`src/hw/rtl/rld_pkg.sv`:
```
// shared types and constants for the radial lens distortion remap
`default_nettype none
package rld_pkg;

   localparam int ADDR_W  = 5;
   localparam int DATA_W  = 32;
   localparam int PIX_W   = 12;
   localparam int DIM_W   = 13;
   localparam int NORM_W  = 24;
   localparam int COEF_W  = 20;
   localparam int SUMSQ_W = 26;
   localparam int RAD_W   = 42;
   localparam int ROOT_W  = 21;
   localparam int R_W     = 29;
   localparam int T_W     = 35;
   localparam int OUT_W   = 22;

   typedef enum logic [2:0] {
      REG_ENABLE = 3'd0,
      REG_WIDTH  = 3'd1,
      REG_HEIGHT = 3'd2,
      REG_NORM   = 3'd3,
      REG_COEF_A = 3'd4,
      REG_COEF_B = 3'd5,
      REG_COEF_C = 3'd6
   } reg_index_type;

   typedef struct packed {
      logic                     en;
      logic [DIM_W-1:0]         width;
      logic [DIM_W-1:0]         height;
      logic [NORM_W-1:0]        norm;
      logic signed [COEF_W-1:0] a;
      logic signed [COEF_W-1:0] b;
      logic signed [COEF_W-1:0] c;
   } cfg_type;

   // per-item data that rides along with the radius computation
   typedef struct packed {
      logic                    en;
      logic signed [PIX_W:0]   dx;
      logic signed [PIX_W:0]   dy;
      logic [PIX_W-1:0]        cx;
      logic [PIX_W-1:0]        cy;
   } side_type;

endpackage
`default_nettype wire

```
`src/hw/rtl/rld_sqrt.sv`:
```
// pipelined integer square root, one result bit per stage
`default_nettype none
module rld_sqrt (
   input  logic                       clock,
   input  logic                       reset,
   input  logic                       in_valid,
   input  logic [rld_pkg::RAD_W-1:0]  in_radicand,
   input  rld_pkg::side_type          in_side,
   output logic                       out_valid,
   output logic [rld_pkg::ROOT_W-1:0] out_root,
   output rld_pkg::side_type          out_side
);
   import rld_pkg::*;

   localparam int STAGES = ROOT_W;
   localparam int REM_W  = ROOT_W + 3;

   logic [STAGES-1:0] vld_ff;
   logic [RAD_W-1:0]  rad_ff  [0:STAGES-1];
   logic [REM_W-1:0]  rem_ff  [0:STAGES-1];
   logic [ROOT_W-1:0] root_ff [0:STAGES-1];
   side_type          side_ff [0:STAGES-1];

   for (genvar g = 0; g < STAGES; g++) begin : g_stage
      logic              vld_src;
      logic [RAD_W-1:0]  rad_src;
      logic [REM_W-1:0]  rem_src;
      logic [ROOT_W-1:0] root_src;
      side_type          side_src;
      logic [REM_W-1:0]  rem_sh;
      logic [REM_W-1:0]  trial;
      logic [REM_W-1:0]  rem_in;
      logic [ROOT_W-1:0] root_in;

      if (g == 0) begin : g_first
         assign vld_src  = in_valid;
         assign rad_src  = in_radicand;
         assign rem_src  = '0;
         assign root_src = '0;
         assign side_src = in_side;
      end else begin : g_next
         assign vld_src  = vld_ff[g-1];
         assign rad_src  = rad_ff[g-1];
         assign rem_src  = rem_ff[g-1];
         assign root_src = root_ff[g-1];
         assign side_src = side_ff[g-1];
      end

      // bring down the next two radicand bits, try root*4+1
      assign rem_sh = {rem_src[REM_W-3:0], rad_src[RAD_W-1 -: 2]};
      assign trial  = {1'b0, root_src, 2'b01};

      always_comb begin
         if (rem_sh >= trial) begin
            rem_in  = rem_sh - trial;
            root_in = {root_src[ROOT_W-2:0], 1'b1};
         end else begin
            rem_in  = rem_sh;
            root_in = {root_src[ROOT_W-2:0], 1'b0};
         end
      end

      always_ff @(posedge clock) begin
         if (reset) begin
            vld_ff[g] <= 1'b0;
         end else begin
            vld_ff[g] <= vld_src;
         end
      end

      always_ff @(posedge clock) begin
         rad_ff[g]  <= {rad_src[RAD_W-3:0], 2'b00};
         rem_ff[g]  <= rem_in;
         root_ff[g] <= root_in;
         side_ff[g] <= side_src;
      end
   end

   assign out_valid = vld_ff[STAGES-1];
   assign out_root  = root_ff[STAGES-1];
   assign out_side  = side_ff[STAGES-1];

endmodule
`default_nettype wire

```
`config.mk`:
```
export PLATFORM = sky130hd
export DESIGN_NAME = rld_sqrt
export DESIGN_NICKNAME = d
export VERILOG_FILES = /design/src/hw/rtl/rld_pkg.sv /design/src/hw/rtl/rld_sqrt.sv
export SDC_FILE = /design/constraint.sdc
export NUM_CORES = 2
export LEC_CHECK = 0
export BUFFER_PORTS_ARGS = -buffer_cell sky130_fd_sc_hd__buf_2
export CAP_MARGIN = 20
export CORE_ASPECT_RATIO = 1.25
export CORE_MARGIN = 2
export CORE_UTILIZATION = 60
export CTS_BUF_LIST = sky130_fd_sc_hd__clkbuf_16
export CTS_CLUSTER_SIZE = 30
export DETAILED_ROUTE_END_ITERATION = 7
export GPL_TIMING_DRIVEN = 1
export PLACE_DENSITY = 0.83
export SLEW_MARGIN = 25
export SYNTH_ARGS = -nofsm -noshare
export SYNTH_HDL_FRONTEND = slang
export SYNTH_SLANG_ARGS = --single-unit
```
`constraint.sdc`:
```
create_clock -name clock -period 8.2 [get_ports clock]
set_clock_uncertainty 0.2 [all_clocks]
set_input_delay 1.23 -clock clock [delete_from_list [all_inputs] [get_ports clock]]
set_output_delay 1.23 -clock clock [all_outputs]
set_load 0.02 [all_outputs]
```
Word-level counts from Yosys, hierarchy flattened. Memory sizes are Yosys's and may differ from the RTL's. Cells that the tools add are included.

Register bits after elaboration: 21. RAM bits: 2856. Input port bits: 96. Word-level logic and storage cells: 109. Memories: 4.

Memory list: side_ff (depth 21, width 51, read ports 21, clocked after Yosys merged registers in 0, write ports 21, line rld_sqrt.sv:22) `side_type side_ff [0:STAGES-1];`; rad_ff (depth 21, width 40, read ports 20, clocked after Yosys merged registers in 0, write ports 21, line rld_sqrt.sv:19) `logic [RAD_W-1:0] rad_ff [0:STAGES-1];`; rem_ff (depth 21, width 24, read ports 20, clocked after Yosys merged registers in 0, write ports 21, line rld_sqrt.sv:20) `logic [REM_W-1:0] rem_ff [0:STAGES-1];`; root_ff (depth 21, width 21, read ports 21, clocked after Yosys merged registers in 0, write ports 21, line rld_sqrt.sv:21) `logic [ROOT_W-1:0] root_ff [0:STAGES-1];`.

Mux-type cells: 42. $add $sub $neg: 21. Magnitude comparators: 21.

Operator list (count): 24-bit two-way mux (21); 24-bit by 23-bit >= comparator with 1-bit output (20); 24-bit by 23-bit subtractor with 24-bit output (20); 1-bit two-way mux (21); 2-bit by 1-bit subtractor with 3-bit output (second input constant) (1); 2-bit by 1-bit >= comparator with 1-bit output (second input constant) (1).

Logic depth before layout (Yosys ltp). An unclocked memory read counts as a cell.

Word-level depth: 3. Gate-level depth with buffers: 12. Gate-level depth less buffers: 10.

Least setup slack after synthesis. No wires, ideal clock.

Path type: register to register. From: memory root_ff[16][14] (netlist: root_ff[4][14]). To: memory rem_ff[4][28] (netlist name). Required time: 7879 ps. Library setup time: 121 ps. Data arrival time: 2497 ps. Period minus slack after synthesis: 2818 ps. Stages on the path, launching flop included: 10. Path slack: 5382 ps. Cells stage by stage: dfxtp_1 > inv_1 > ha_1 > clkbuf_1 > nand3_1 > or3_1 > or4_1 > and3_4 > o21ai_4 > mux2_2.

RTL lines (line): start, declared (rld_sqrt.sv:21); end, declared (rld_sqrt.sv:20).

==> results by group <==
Run status
  – Outcome: completed

Setup path
  – Worst reg2reg path startpoint: root_ff[3][72]$_DFF_P_
  – Setup Crit Path Kind: flop to flop
  – Reg2Reg Setup Slack: about 4.3 ns
  – Arrival @ worst endpoint: approximately 4.4 ns
  – Critical path capture point: rem_ff[4][17]$_DFF_P_
  – Register-to-Register Path Depth: 9
  – Type of element capturing the critical path: flop
  – Worst EP required: 8.67 ns
  – Endpoint of the worst register-to-register path: rem_ff[4][17]$_DFF_P_
  – Max FO, Critical Path: 26
  – Type of origin of the critical path: flop
  – Launching element of the worst setup path: root_ff[3][72]$_DFF_P_

Yosys
  – Net count after synthesis: around 5300
  – Distinct cell type count of the synthesized netlist: 93
  – Total of flip-flops plus latches after synthesis: approximately 2200
  – Commonest cells in the netlist: dfxtp_1 (2155), inv_1 (313), ha_1 (253)
  – Synth Warn #: 0
  – Proportion of netlist area held by the largest area contributor: a little over two thirds
  – Async SR Flop Fraction: 0%
  – Top area cells in the synthesized netlist: dfxtp_1 (71%), ha_1 (5.2%), xnor2_1 (2.6%), inv_1 (1.9%), a21oi_1 (1.9%)
  – Top cell type by total area after synthesis: dfxtp_1
  – Syn_area_per_cell: 12.41 um2
  – Leading cell type by number of instances after synthesis: dfxtp_1
  – Fraction of the yosys area taken by sequential cells: 70.77%
  – Mapped cell area: just over 0.06 mm2
  – Post-Syn Instances: roughly 4900
  – Number of enable flip-flop cells after synthesis: 0
  – Most used flip-flop cell after synthesis: dfxtp_1

Route
  – Number of DRC violations after detailed-routing iteration 0: 1499
  – Routed wire per std cell: 14.26 um
  – Routed via count divided by cell count: around 5.1
  – Antenna Nets Post-Route: 0
  – Count of unresolved DRC violations after routing: 0
  – Via count: roughly 34000
  – Number of detailed-routing iterations run before antenna repair: 5
  – Sum of routed wire length over all layers: 95.29 mm

Clocking
  – Number of buffers between clock root and the deepest sink: 3
  – Hold_buf cts: 0
  – Clock root buffer master: clkbuf_16
  – Post-CTS Setup Repair Bufs: 0
  – TritonCTS sink count: between 2000 and 2500
  – Clock-pin slew on the worst setup and hold paths: 0.06 ns
  – Insertion delay of the later-clocked pin in the worst-skew pair: ~0.81 ns
  – Deepest level of the CTS H-tree: 4
  – Clock tree from TritonCTS: yes
  – Number of buffers created by CTS: between 150 and 200
  – Number of gates resized after cts: 0

Hold path
  – Worst min path class: flop to flop

Power
  – Total chip power: between 20 and 25 mW
  – Peak VDD IR: ~0.25 mV
  – Lkg Pwr: roughly 31 nW
  – Power per unit of standard cell area: 339.7 mW/mm2

Cells and area
  – Number of fillers in the final layout: approximately 6900
  – P&R area growth vs syn: 13.74%
  – Share of layout cells above drive strength 1: between 10% and 20%
  – Nets: approximately 5600
  – End-of-flow core utilization: 68.87%
  – Ant diodes: 0
  – Count of placed standard cells in the final layout, fillers left out: approximately 6700

Global routing
  – Met1 Use GR: ~18%
  – Total global routing track utilization: between 15 and 20%
  – Remaining global-route overflow: 0
  – Largest net degree at the start of global routing: 43
  – First-pass GRT wire length: about 160 mm
  – Vias in the first global route: roughly 34000
  – Most used routing layer in global routing: met2
  – Initial antenna violation count: 0
  – GR met3 Demand/Resource: under 10%
  – GR Util met2: approximately a third

Flow run
  – Maximum capacitance violations: 0

Timing
  – Maximum clock frequency: 256.9 MHz
  – Final number of max-transition violations: 0
  – Setup Viol. Count Final: 0
  – Portion of the clock cycle consumed by the worst path in the final layout: between 40% and 50%
  – Setup repair after global routing missed its margin: no
  – Number of hold violations in the final report: 0
  – Worst slew margin relative to its limit: a little over a third
  – Final critical-path required period: 3.893 ns
  – Least-Margin Pin Slew: around 0.95 ns
  – Final-layout setup total negative slack: 0 ns

Die
  – Area of the die: roughly 0.10 mm2
  – Vertical extent of the die: ~360 um
  – Die X-Extent: ~290 um
  – Placeable core area: a little over 0.1 mm2
  – Initial Utilization: 60.55%
  – I/O pins: 169
  – Rows: 130

Placement
  – RD Place Congestion: ~0.92
  – Placed wire-length estimate: 63.94 mm
  – Port buffer count: between 150 and 200
  – Count of placed standard cells including taps: 6344
-- metal layers --
layer	wire length, um	vias to the layer above
met5	0	-
met4	4240	0
met3	3775	282
met2	50850	786
met1	36420	15584
li1	-	17126
-- registers in the layout, indices dropped and copies added, names as in the netlist --
register	cells
root_ff	231
g_stage.vld_src	20
side_ff	1071
rad_ff	420
rem_ff	412
out_valid	1
-- how the worst min path moves through the flow --
stage,start,end,slack [ns],cells after the start
6_report,rad_ff[2][37]$_DFF_P_,rad_ff[2][79]$_DFF_P_,0.10,0
5_1_grt,rad_ff[2][37]$_DFF_P_,rad_ff[2][79]$_DFF_P_,0.11,0
4_1_cts,rad_ff[2][37]$_DFF_P_,rad_ff[2][79]$_DFF_P_,0.1,0
3_5_place_dp,rad_ff[0][59]$_DFF_P_,rad_ff[0][101]$_DFF_P_,0.11,0
3_3_place_gp,side_ff[7][1]$_DFF_P_,side_ff[8][1]$_DFF_P_,0.11,0
2_1_floorplan,rad_ff[0][58]$_DFF_P_,rad_ff[0][100]$_DFF_P_,0.11,0
-- cell type report --
class	count	area, um2	area share (%)
flip-flops and latches	2155	43140	62.22
multi-input cells	2376	16390	23.64
well taps	1320	1652	2.382
clock inverters	154	1444	2.082
repair buffers	178	919.6	1.326
inverters	316	1186	1.711
clock buffers	184	4604	6.640
-- report_power, final --
part           internal (mW)  total, mW  switching (mW)
clock network           4.74       8.44            3.70
logic                   1.25       2.75            1.50
registers               11.7       12.4           0.698
total                   17.7       23.6            5.90
-- critical path, cell delays in order (launching register included) --
cell,delay [ns]
dfxtp_1,0.32
inv_1,0.05
ha_1,0.35
a21o_1,0.23
o21bai_1,0.19
a221o_1,0.35
a311oi_1,0.45
and2_1,0.49
clkinv_1,0.72
a31o_2,0.43
-- cells in the final DEF (no fill, tap or decap), types with 10 or more instances in the layout --
master,instances
o21bai_1,18
ha_1,253
o21a_1,67
bufinv_16,19
nand3b_1,12
clkinv_2,36
nand3_1,59
o31ai_1,20
o22ai_1,11
a211oi_1,23
and2_1,13
a31oi_1,25
nand4_1,46
a21o_1,74
o21ai_0,187
or3_1,35
buf_2,168
nand4b_1,12
nor3_1,88
nor2_1,236
or4_1,13
and3_1,15
or2_2,19
mux2_2,39
dfxtp_1,2155
nor2b_1,56
clkinv_1,33
inv_1,351
xnor2_1,181
a311oi_1,10
xor2_1,129
nand2b_1,45
clkbuf_16,184
a21oi_1,226
nand2_1,238
o211ai_1,29
nor3b_1,13
nor4_1,51
-- per-stage QoR --
step           worst slack (ns)  area [um2]  hold slack (ns)
5_1_grt                   4.005       69340           0.1080
3_5_place_dp              4.322       63270           0.1121
6_report                  4.307       69340           0.1036
3_3_place_gp              4.396       63270           0.1096
2_1_floorplan             5.382       60960           0.1096
4_1_cts                   4.270       69320          0.09914
-- cell families (layout without fill, tap and decap cells) --
| kind of cell | count (synthesis) | in the layout | synth area share, % |
|---|---|---|---|
| other | 1 | 1 | 0.006151 |
| xor gates and xnor gates | 310 | 310 | 4.454 |
| AOI/OAI and AO/OA | 782 | 782 | 8.183 |
| buffers and inverters | 381 | 832 | 2.385 |
| DFF | 2155 | 2155 | 70.77 |
| muxes | 45 | 45 | 0.8189 |
| and+or+nand+nor | 985 | 985 | 8.193 |
| adders and majority gates | 253 | 253 | 5.193 |
Note: power is estimated with default switching activity, not from simulation.
