`src/hw/rtl/rld_pkg.sv`:
```
// shared types and constants for the radial lens distortion remap
`default_nettype none
package rld_pkg;

   localparam int ADDR_W  = 5;
   localparam int DATA_W  = 32;
   localparam int PIX_W   = 12;
   localparam int DIM_W   = 13;
   localparam int NORM_W  = 24;
   localparam int COEF_W  = 20;
   localparam int SUMSQ_W = 26;
   localparam int RAD_W   = 42;
   localparam int ROOT_W  = 21;
   localparam int R_W     = 29;
   localparam int T_W     = 35;
   localparam int OUT_W   = 22;

   typedef enum logic [2:0] {
      REG_ENABLE = 3'd0,
      REG_WIDTH  = 3'd1,
      REG_HEIGHT = 3'd2,
      REG_NORM   = 3'd3,
      REG_COEF_A = 3'd4,
      REG_COEF_B = 3'd5,
      REG_COEF_C = 3'd6
   } reg_index_type;

   typedef struct packed {
      logic                     en;
      logic [DIM_W-1:0]         width;
      logic [DIM_W-1:0]         height;
      logic [NORM_W-1:0]        norm;
      logic signed [COEF_W-1:0] a;
      logic signed [COEF_W-1:0] b;
      logic signed [COEF_W-1:0] c;
   } cfg_type;

   // per-item data that rides along with the radius computation
   typedef struct packed {
      logic                    en;
      logic signed [PIX_W:0]   dx;
      logic signed [PIX_W:0]   dy;
      logic [PIX_W-1:0]        cx;
      logic [PIX_W-1:0]        cy;
   } side_type;

endpackage
`default_nettype wire

```
`src/hw/rtl/rld_csr.sv`:
```
// configuration register file with apb-style access
`default_nettype none
module rld_csr (
   input  logic                       clock,
   input  logic                       reset,
   input  logic                       psel,
   input  logic                       penable,
   input  logic                       pwrite,
   input  logic [rld_pkg::ADDR_W-1:0] paddr,
   input  logic [rld_pkg::DATA_W-1:0] pwdata,
   output logic [rld_pkg::DATA_W-1:0] prdata,
   output logic                       pready,
   output rld_pkg::cfg_type           cfg
);
   import rld_pkg::*;

   cfg_type       cfg_ff;
   cfg_type       cfg_in;
   reg_index_type idx;
   logic          wr;

   assign idx    = reg_index_type'(paddr[ADDR_W-1:2]);
   assign wr     = psel & penable & pwrite;
   assign pready = 1'b1;
   assign cfg    = cfg_ff;

   always_comb begin
      cfg_in = cfg_ff;
      if (wr) begin
         case (idx)
            REG_ENABLE: cfg_in.en     = pwdata[0];
            REG_WIDTH:  cfg_in.width  = pwdata[DIM_W-1:0];
            REG_HEIGHT: cfg_in.height = pwdata[DIM_W-1:0];
            REG_NORM:   cfg_in.norm   = pwdata[NORM_W-1:0];
            REG_COEF_A: cfg_in.a      = $signed(pwdata[COEF_W-1:0]);
            REG_COEF_B: cfg_in.b      = $signed(pwdata[COEF_W-1:0]);
            REG_COEF_C: cfg_in.c      = $signed(pwdata[COEF_W-1:0]);
            default: ;
         endcase
      end
   end

   always_comb begin
      case (idx)
         REG_ENABLE: prdata = DATA_W'(cfg_ff.en);
         REG_WIDTH:  prdata = DATA_W'(cfg_ff.width);
         REG_HEIGHT: prdata = DATA_W'(cfg_ff.height);
         REG_NORM:   prdata = DATA_W'(cfg_ff.norm);
         REG_COEF_A: prdata = DATA_W'(unsigned'(cfg_ff.a));
         REG_COEF_B: prdata = DATA_W'(unsigned'(cfg_ff.b));
         REG_COEF_C: prdata = DATA_W'(unsigned'(cfg_ff.c));
         default:    prdata = '0;
      endcase
   end

   always_ff @(posedge clock) begin
      if (reset) begin
         cfg_ff.en     <= 1'b0;
         cfg_ff.width  <= DIM_W'(1);
         cfg_ff.height <= DIM_W'(1);
         cfg_ff.norm   <= '0;
         cfg_ff.a      <= '0;
         cfg_ff.b      <= '0;
         cfg_ff.c      <= '0;
      end else begin
         cfg_ff <= cfg_in;
      end
   end

endmodule
`default_nettype wire

```
`config.mk`:
```
export PLATFORM = sky130hd
export DESIGN_NAME = rld_csr
export DESIGN_NICKNAME = d
export VERILOG_FILES = /design/src/hw/rtl/rld_pkg.sv /design/src/hw/rtl/rld_csr.sv
export SDC_FILE = /design/constraint.sdc
export NUM_CORES = 1
export LEC_CHECK = 0
export BUFFER_PORTS_ARGS = -buffer_cell sky130_fd_sc_hd__buf_4
export CAP_MARGIN = 15
export CORE_ASPECT_RATIO = 1.25
export CORE_UTILIZATION = 35
export DETAILED_ROUTE_END_ITERATION = 12
export HOLD_SLACK_MARGIN = 0.05
export PLACE_DENSITY = 0.62
export SLEW_MARGIN = 40
export SYNTH_ARGS = -nofsm -noshare
export SYNTH_HDL_FRONTEND = slang
export SYNTH_SLANG_ARGS = --single-unit
```
`constraint.sdc`:
```
create_clock -name clock -period 1.2 [get_ports clock]
set_input_delay 0.12 -clock clock [delete_from_list [all_inputs] [get_ports clock]]
set_output_delay 0.12 -clock clock [all_outputs]
set_load 0.005 [all_outputs]
```
== Word level (Yosys, flattened, before mapping) ==
Index checks and enable logic that the tools add are counted.

* Equal/unequal tests: 6
* Muxes and demuxes: 1
* Bitwise gates (word level): 2
* Reductions and logical operators: 8

{| class="wikitable"
|+ Operators by type and width
! kind !! count
|-
| 24-bit case mux with 7 select lines || 1
|-
| 2-bit AND reduction || 7
|-
| 3-bit == test (second input constant) || 3
|-
| 3-bit by 2-bit == test with 1-bit output (second input constant) || 2
|-
| 3-bit by 1-bit == test with 1-bit output (second input constant) || 1
|-
| 3-bit zero test || 1
|-
| 1-bit bitwise AND || 2
|}

* Flip-flop bits (word level): 111
* Logic and storage cells: 24

== Logic depth before layout (Yosys ltp) ==
Gate-level depths: netlist of run 1.

* Depth after elaboration: 3
* Mapped depth: 6
* Depth with buffers taken out: 3

== Worst setup path after synthesis of run 1 ==
Ideal clock, no wire load.

* Path type: in2out
* Start: in paddr[3] in the netlist's numbering
* End: out prdata[13] in the netlist's numbering
* Arrival time: 1.004 ns
* Path slack: 0.076 ns
* Stages on the path: 6
* Buffers on the path: 3
* Cell sequence: buf_6 -> nor2b_1 -> buf_2 -> and2_1 -> buf_2 -> a22o_1

* Word-level cells in the longest chain between the ends: 2
* Elaborated cells between the ends (all ways): 8
* Those cells by class: eq/ne (6); mux (1); reduce/logical (1)

{| class="wikitable"
|+ Ends and longest elaborated chain
! item !! RTL line !! source
|-
| start, declared || rld_csr.sv:9 || <nowiki>input logic [rld_pkg::ADDR_W-1:0] paddr,</nowiki>
|-
| 3-bit == test (tied with other cells) || rld_csr.sv:44 || <nowiki>case (idx)</nowiki>
|-
| 24-bit case mux with 7 select lines * || rld_csr.sv:44 ||
|-
| end, declared || rld_csr.sv:11 || <nowiki>output logic [rld_pkg::DATA_W-1:0] prdata,</nowiki>
|}

Mark *: on every way between the ends. The rest lies on a longest branch, timed or not.

== Worst setup path in the final report of run 1 ==
* Start: reg cfg_ff, in the netlist cfg[51]
* End: out prdata[11] in the netlist's numbering

* Word-level cells in the longest chain between the ends: 1

{| class="wikitable"
|+ Ends and longest elaborated chain
! item !! RTL line !! source
|-
| start, declared || rld_csr.sv:17 || <nowiki>cfg_type cfg_ff;</nowiki>
|-
| start signal, assigned || rld_csr.sv:66 || <nowiki>cfg_ff <= cfg_in;</nowiki>
|-
| 24-bit case mux with 7 select lines || rld_csr.sv:44 ||
|}

No other way between the ends.

==> results of run 1 <==
==> cell families after synthesis <==
| logic type | Yosys count | synth area share, % |
|---|---|---|
| flops | 111 | 41.4 |
| mux | 121 | 22.9 |
| other cells | 2 | 0.140 |
| buf+inv | 59 | 6.11 |
| compound gates | 95 | 11.4 |
| simple gates | 163 | 18.0 |
==> metal layers <==
metal | part of all wire, % | routed length (um)
met5 | 0 | 0
met4 | 2.7 | 481
met3 | 6.0 | 1060
met2 | 51 | 9000
met1 | 41 | 7180
==> final cells by class <==
| type | instances | area share [%] |
|---|---|---|
| Clock buffer | 12 | 3.28 |
| Clock inverter | 4 | 0.339 |
| Inverter | 1 | 0.0462 |
| Multi-Input combinational cell | 388 | 37.1 |
| Sequential cell | 111 | 27.9 |
| Tap cell | 182 | 2.80 |
| Timing Repair Buffer | 280 | 28.5 |
==> power groups by stage <==
stage,Combinational (W),Sequential (W),Clock (W)
2_1_floorplan,0.000400,0.00381,0
3_3_place_gp,0.000761,0.00382,0
3_5_place_dp,0.000773,0.00382,0
4_1_cts,0.000872,0.00373,0.00302
5_1_grt,0.000947,0.00373,0.00318
6_report,0.000890,0.00373,0.00298
==> how the worst max path moves through the flow <==
stage / startpoint / endpoint / slack (ns)
after floorplan: paddr[3] / prdata[13] / 0.08
after global placement: paddr[2] / prdata[4] / -0.19
after detailed placement: paddr[2] / prdata[4] / -0.22
after CTS: cfg[88] / prdata[4] / -0.34
after global routing: cfg[51] / prdata[11] / -0.41
final: cfg[51] / prdata[11] / -0.34
==> worst max-delay path, cell delays in order (launching register included) <==
cell and delay [ns]:
dfxtp_2 0.33, mux2_4 0.28, a221oi_4 0.25, a21oi_2 0.06, buf_4 0.14
==> per-stage QoR <==
stage / cell area (um^2) / power (W) / instances / utilization [%]
finish: 8120 / 0.00760 / 978 / 54.3
global route: 8120 / 0.00786 / 978 / 54.3
CTS: 8050 / 0.00762 / 977 / 53.8
detailed placement: 7180 / 0.00459 / 913 / 48.0
global placement: 7180 / 0.00458 / 913 / 48.0
floorplan: 5390 / 0.00421 / 558 / -
==> synth_stat cells <==
| cell type | count | share of area, % |
|---|---|---|
| a21oi_1 | 31 | 2.9 |
| a221oi_1 | 10 | 1.6 |
| a22o_1 | 7 | 1.1 |
| a22oi_1 | 1 | 0.14 |
| a2bb2oi_1 | 7 | 1.1 |
| a31oi_1 | 1 | 0.12 |
| a32oi_1 | 1 | 0.16 |
| and2_1 | 2 | 0.23 |
| and2b_1 | 2 | 0.28 |
| and3_1 | 4 | 0.47 |
| and3b_1 | 2 | 0.33 |
| and4_1 | 1 | 0.16 |
| and4b_1 | 1 | 0.19 |
| buf_1 | 3 | 0.21 |
| buf_2 | 16 | 1.5 |
| buf_4 | 19 | 2.7 |
| buf_6 | 2 | 0.42 |
| clkbuf_1 | 18 | 1.3 |
| conb_1 | 2 | 0.14 |
| dfxtp_1 | 111 | 41 |
| inv_1 | 1 | 0.070 |
| mux2_2 | 13 | 2.7 |
| mux2i_1 | 108 | 20 |
| nand2_1 | 9 | 0.63 |
| nand2_2 | 1 | 0.12 |
| nand2b_1 | 106 | 12 |
| nand3_1 | 25 | 2.3 |
| nand3b_1 | 1 | 0.14 |
| nand4_1 | 1 | 0.12 |
| nor2_1 | 5 | 0.35 |
| nor2b_1 | 3 | 0.35 |
| o21ai_0 | 25 | 2.3 |
| o21ai_1 | 1 | 0.093 |
| o221ai_1 | 4 | 0.65 |
| o2bb2ai_1 | 7 | 1.1 |
==> what timing repair did <==
| item | CTS | global route |
|---|---|---|
| setup endpoints to repair | 24 | 24 |
| hold buffers | 24 | 0 |
| endpoints found under the hold margin | 24 | 0 |
| pin swaps | 13 | 8 |
| resized for setup | 55 | 17 |
| setup buffers | 24 | 1 |
==> reports/metrics.yaml, run 1 <==
worstHoldEndpoint: "cfg[65]"
grt_max_degree: 57
start_kind: "flip-flop"
syn-mean-instance-area_um2: 9.74
clock-sinks: 111
cts_root_buffer: "clkbuf_16"
antenna_left: 0
slew_viol_final: 0
grt_pass1_vias: 5023
drt-total-wl_mm: 17.7
diodes: 0
grt.overflow.total: 0
worstHoldPathType: "in2reg"
worstSetupPathType: "reg2out"
mostFrequentLayoutCells: "243 x buf_4, 108 x mux2i_1, 106 x nand2b_1"
seqPwrFrac_pct: 49.1
ctsHtreeMaxLevel: 3
arrival_ns: 1.42
fin_crit_ns: 1.54
violations: "setup timing"
min_period_over_period_pct: 129
yosysWarningCount: 0
rsz0062_at_grt: "true"
r2r.worst_path.cells: 3
layout_commonest_cell: "buf_4"
dp_hpwl_mm: 13.0
grt_use_met1_pct: 26.5
tritoncts: "done"
synthCells: 551
pwr-share-clk_pct: 39.2
whs_ns: 0.172
yosys_register_bits: 111
seq_area_um2: 2270
multiInputGateArea_um2: 3020
clkSlewWorstSetupHoldPaths_ns: 0.07
comb_power_share_pct: 11.7
clockBufferDepth: 2
core_area_um2: 15000
timing.final.ws_setup_ns: -0.343
p_int_w: 0.00575
hold_violations: 0
worstPathRequired_ns: 1.08
status: "finished with violations"
hp-start: "reset"
die_x_um: 113
grtUsageMet3_pct: 3.94
drt-initial-drc-count: 287
power.density_nw_per_um2: 936
largest_reg_flops: 111
reg2reg_slack_ns: 0.43
initial_core_util_pct: 35.9
synth_area_um2: 5370
synth.distinct_cells: 35
dr.pass1.iters: 4
via_per_inst: 5.12
place_congestion: 0.821
ios: 186
dieArea_um2: 15800
ir_drop_mv: 0.663
seq_area_frac_synth_pct: 41.4
numCtsBuffers: 9
syn_to_final_growth_pct: 51.3
swShare_pct: 24.3
grt_usage_pct: 22.2
top_usage_layer: "met2"
post_drt_wl_per_cell_um: 18.1
fillers: 1360
clock_latency_ns: 0.35
timing.final.setup_violations: 20
grt_antenna_before_repair: 0
drv_cap: 0
nets: 833
vias: 5007
rows: 50
holdPathStages: 3
p_sw_w: 0.00185
portBuffers: 166
fin_tns_setup_ns: -4.30
timing.critical_path.fanout_max: 2
die_y_um: 140
drive_gt1_share_pct: 43.1
reg2reg_to: "cfg[19]"
max_freq_mhz: 648
grt_pass1_wl_mm: 27.1
rr_startpoint: "cfg[19]"
leakage_nw: 4.02
gr-usage-met2_pct: 39.2
finClkSkew_ns: 0
dp_slack_ns: -0.217
end_kind: "output pin"
drc: 0
No activity file was read; power rests on OpenSTA's default activity.
==> run 2, diff against run 1 <==
clock period = 1.5 ns   (was 1.2 ns; I/O delays follow)
==> run 2 against run 1 <==
- the flow still finishes with violations (setup timing)
- die area stayed put
- routed wire length is 3.9% lower
- via count is 4.3% lower
- utilization is 4.7 points lower
- critical path type unchanged
- largest cell class unchanged
- largest power group unchanged
- highest routed layer unchanged
==> reports/metrics.yaml, run 2 (synthesized netlist as in run 1, its figures left out) <==
wl_met3_um: 905
rsz0062_at_grt: "true"
max_stage_delay_ns: 0.33
grt_max_degree: 78
drive_gt1_share_pct: 38.5
pwr-share-clk_pct: 39.8
die_x_um: 113
mostFrequentLayoutCells: "211 x buf_4, 108 x mux2i_1, 106 x nand2b_1"
initial_core_util_pct: 35.9
timing.critical_path.fanout_max: 2
tritoncts: "done"
min_period_over_period_pct: 104
post_drt_wl_per_cell_um: 18.6
ios: 186
ir_drop_mv: 0.592
worstHoldPathType: "in2reg"
place_congestion: 0.810
antenna_left: 0
drt-met1-wl_mm: 7.14
comb_power_share_pct: 10.1
violations: "setup timing"
reg2reg_slack_ns: 0.66
grt_pass1_vias: 4794
clock_latency_ns: 0.35
fin_cells: 914
slew_viol_final: 0
timing.final.setup_violations: 8
total_power_w: 0.00596
diodes: 0
swShare_pct: 23.9
p_sw_w: 0.00142
worstPathRequired_ns: 1.35
grt.overflow.total: 0
end_kind: "output pin"
largest_reg_flops: 111
cpMaxStageDelayCell: "dfxtp_2"
drv_cap: 0
rows: 50
drc: 0
dp_hpwl_mm: 12.0
grt_antenna_before_repair: 0
timing.final.ws_setup_ns: -0.0529
worstSetupPathType: "reg2out"
arrival_ns: 1.40
layout_commonest_cell: "buf_4"
grt_pass1_wl_mm: 26.2
drt-initial-drc-count: 330
clock-sinks: 111
crit_buf_inv: 1
power.density_nw_per_um2: 804
finClkSkew_ns: 0
placedCellCount: 882
nets: 770
drt-total-wl_mm: 17.0
clkSlewWorstSetupHoldPaths_ns: 0.07
p_int_w: 0.00454
top_layer_used: "met4"
core_area_um2: 15000
start_kind: "flip-flop"
cts_root_buffer: "clkbuf_16"
status: "finished with violations"
leakage_nw: 3.65
dr_wl_met2_mm: 8.65
via_per_inst: 5.24
dr.pass1.iters: 4
numCtsBuffers: 9
hold_violations: 0
max_freq_mhz: 644
die_y_um: 140
fin_crit_ns: 1.55
portBuffers: 166
crit_family: "flip-flops"
ctsHtreeMaxLevel: 3
cp_cell_sequence: "mux2_4 > a221oi_4 > a21oi_2 > buf_4"
clockBufferDepth: 2
seqPwrFrac_pct: 50.1
vias: 4790
ctsHoldBuffers: 0
dieArea_um2: 15800
syn_to_final_growth_pct: 38.1
grt_usage_pct: 21.4
==> run 2: cell types whose count changed in the layout (fill, tap and decap cells not counted), sizes merged <==
cell | previous run | this run
clkbuf | 12 | 10
dlygate4sd3 | 24 | 0
buf | 256 | 217
clkinvlp | 0 | 2
bufinv | 0 | 1
clkinv | 3 | 1
==> run 2: worst min-delay path, stage by stage <==
cell and delay [ns]:
buf_4 0.11, nand3_1 0.05, a21oi_1 0.05
==> run 2: final cells by class <==
| type | instances | area, um^2 |
|---|---|---|
| inverters | 1 | 3.75 |
| clock buffers | 10 | 229 |
| clock inverters | 5 | 58.8 |
| well taps | 182 | 228 |
| multi-input cells | 388 | 2960 |
| fillers | 1399 | 7540 |
| flip-flops and latches | 111 | 2250 |
| repair buffers | 217 | 1690 |
==> run 2: power by group through the flow <==
| stage | combinational (W) | sequential (W) | clock (W) |
|---|---|---|---|
| final | 0.000605 | 0.00299 | 0.00237 |
| after detailed placement | 0.000572 | 0.00305 | 0 |
| after global routing | 0.000645 | 0.00299 | 0.00254 |
| after CTS | 0.000591 | 0.00298 | 0.00242 |
| after floorplan | 0.000320 | 0.00305 | 0 |
| after global placement | 0.000565 | 0.00305 | 0 |
==> run 2: repair_timing <==
action	CTS	global route
gates resized for setup	30	14
setup endpoints to repair	17	17
pin swaps	4	5
buffers inserted	14	3
==> run 2: worst paths after layout <==
path                endpoint        from  depth (start not counted)
setup / recovery  prdata[12]     cfg[52]                          4
setup reg to reg     cfg[64]     cfg[64]                          4
hold / removal       cfg[81]  pwdata[21]                          3
hold reg to reg      cfg[13]     cfg[13]                          2
==> run 2: per-layer routing <==
layer	global-route usage [%]	vias to the layer above
li1	-	2278
met1	25.4	2338
met2	37.7	149
met3	3.72	25
met4	9.26	0
met5	0	-
==> run 2: per-stage QoR <==
stage | cell area (um^2) | worst slack, ns | utilization, % | setup TNS [ns] | hold slack, ns
final | 7410 | -0.0529 | 49.6 | -0.190 | 0.0642
after global routing | 7410 | -0.0955 | 49.6 | -0.547 | 0.0662
after global placement | 6860 | -0.0245 | 45.9 | -0.0773 | 0.420
after detailed placement | 6860 | -0.0322 | 45.9 | -0.214 | 0.427
after floorplan | 5390 | 0.316 | - | 0 | 0.298
after CTS | 7340 | -0.0774 | 49.1 | -0.303 | 0.0566
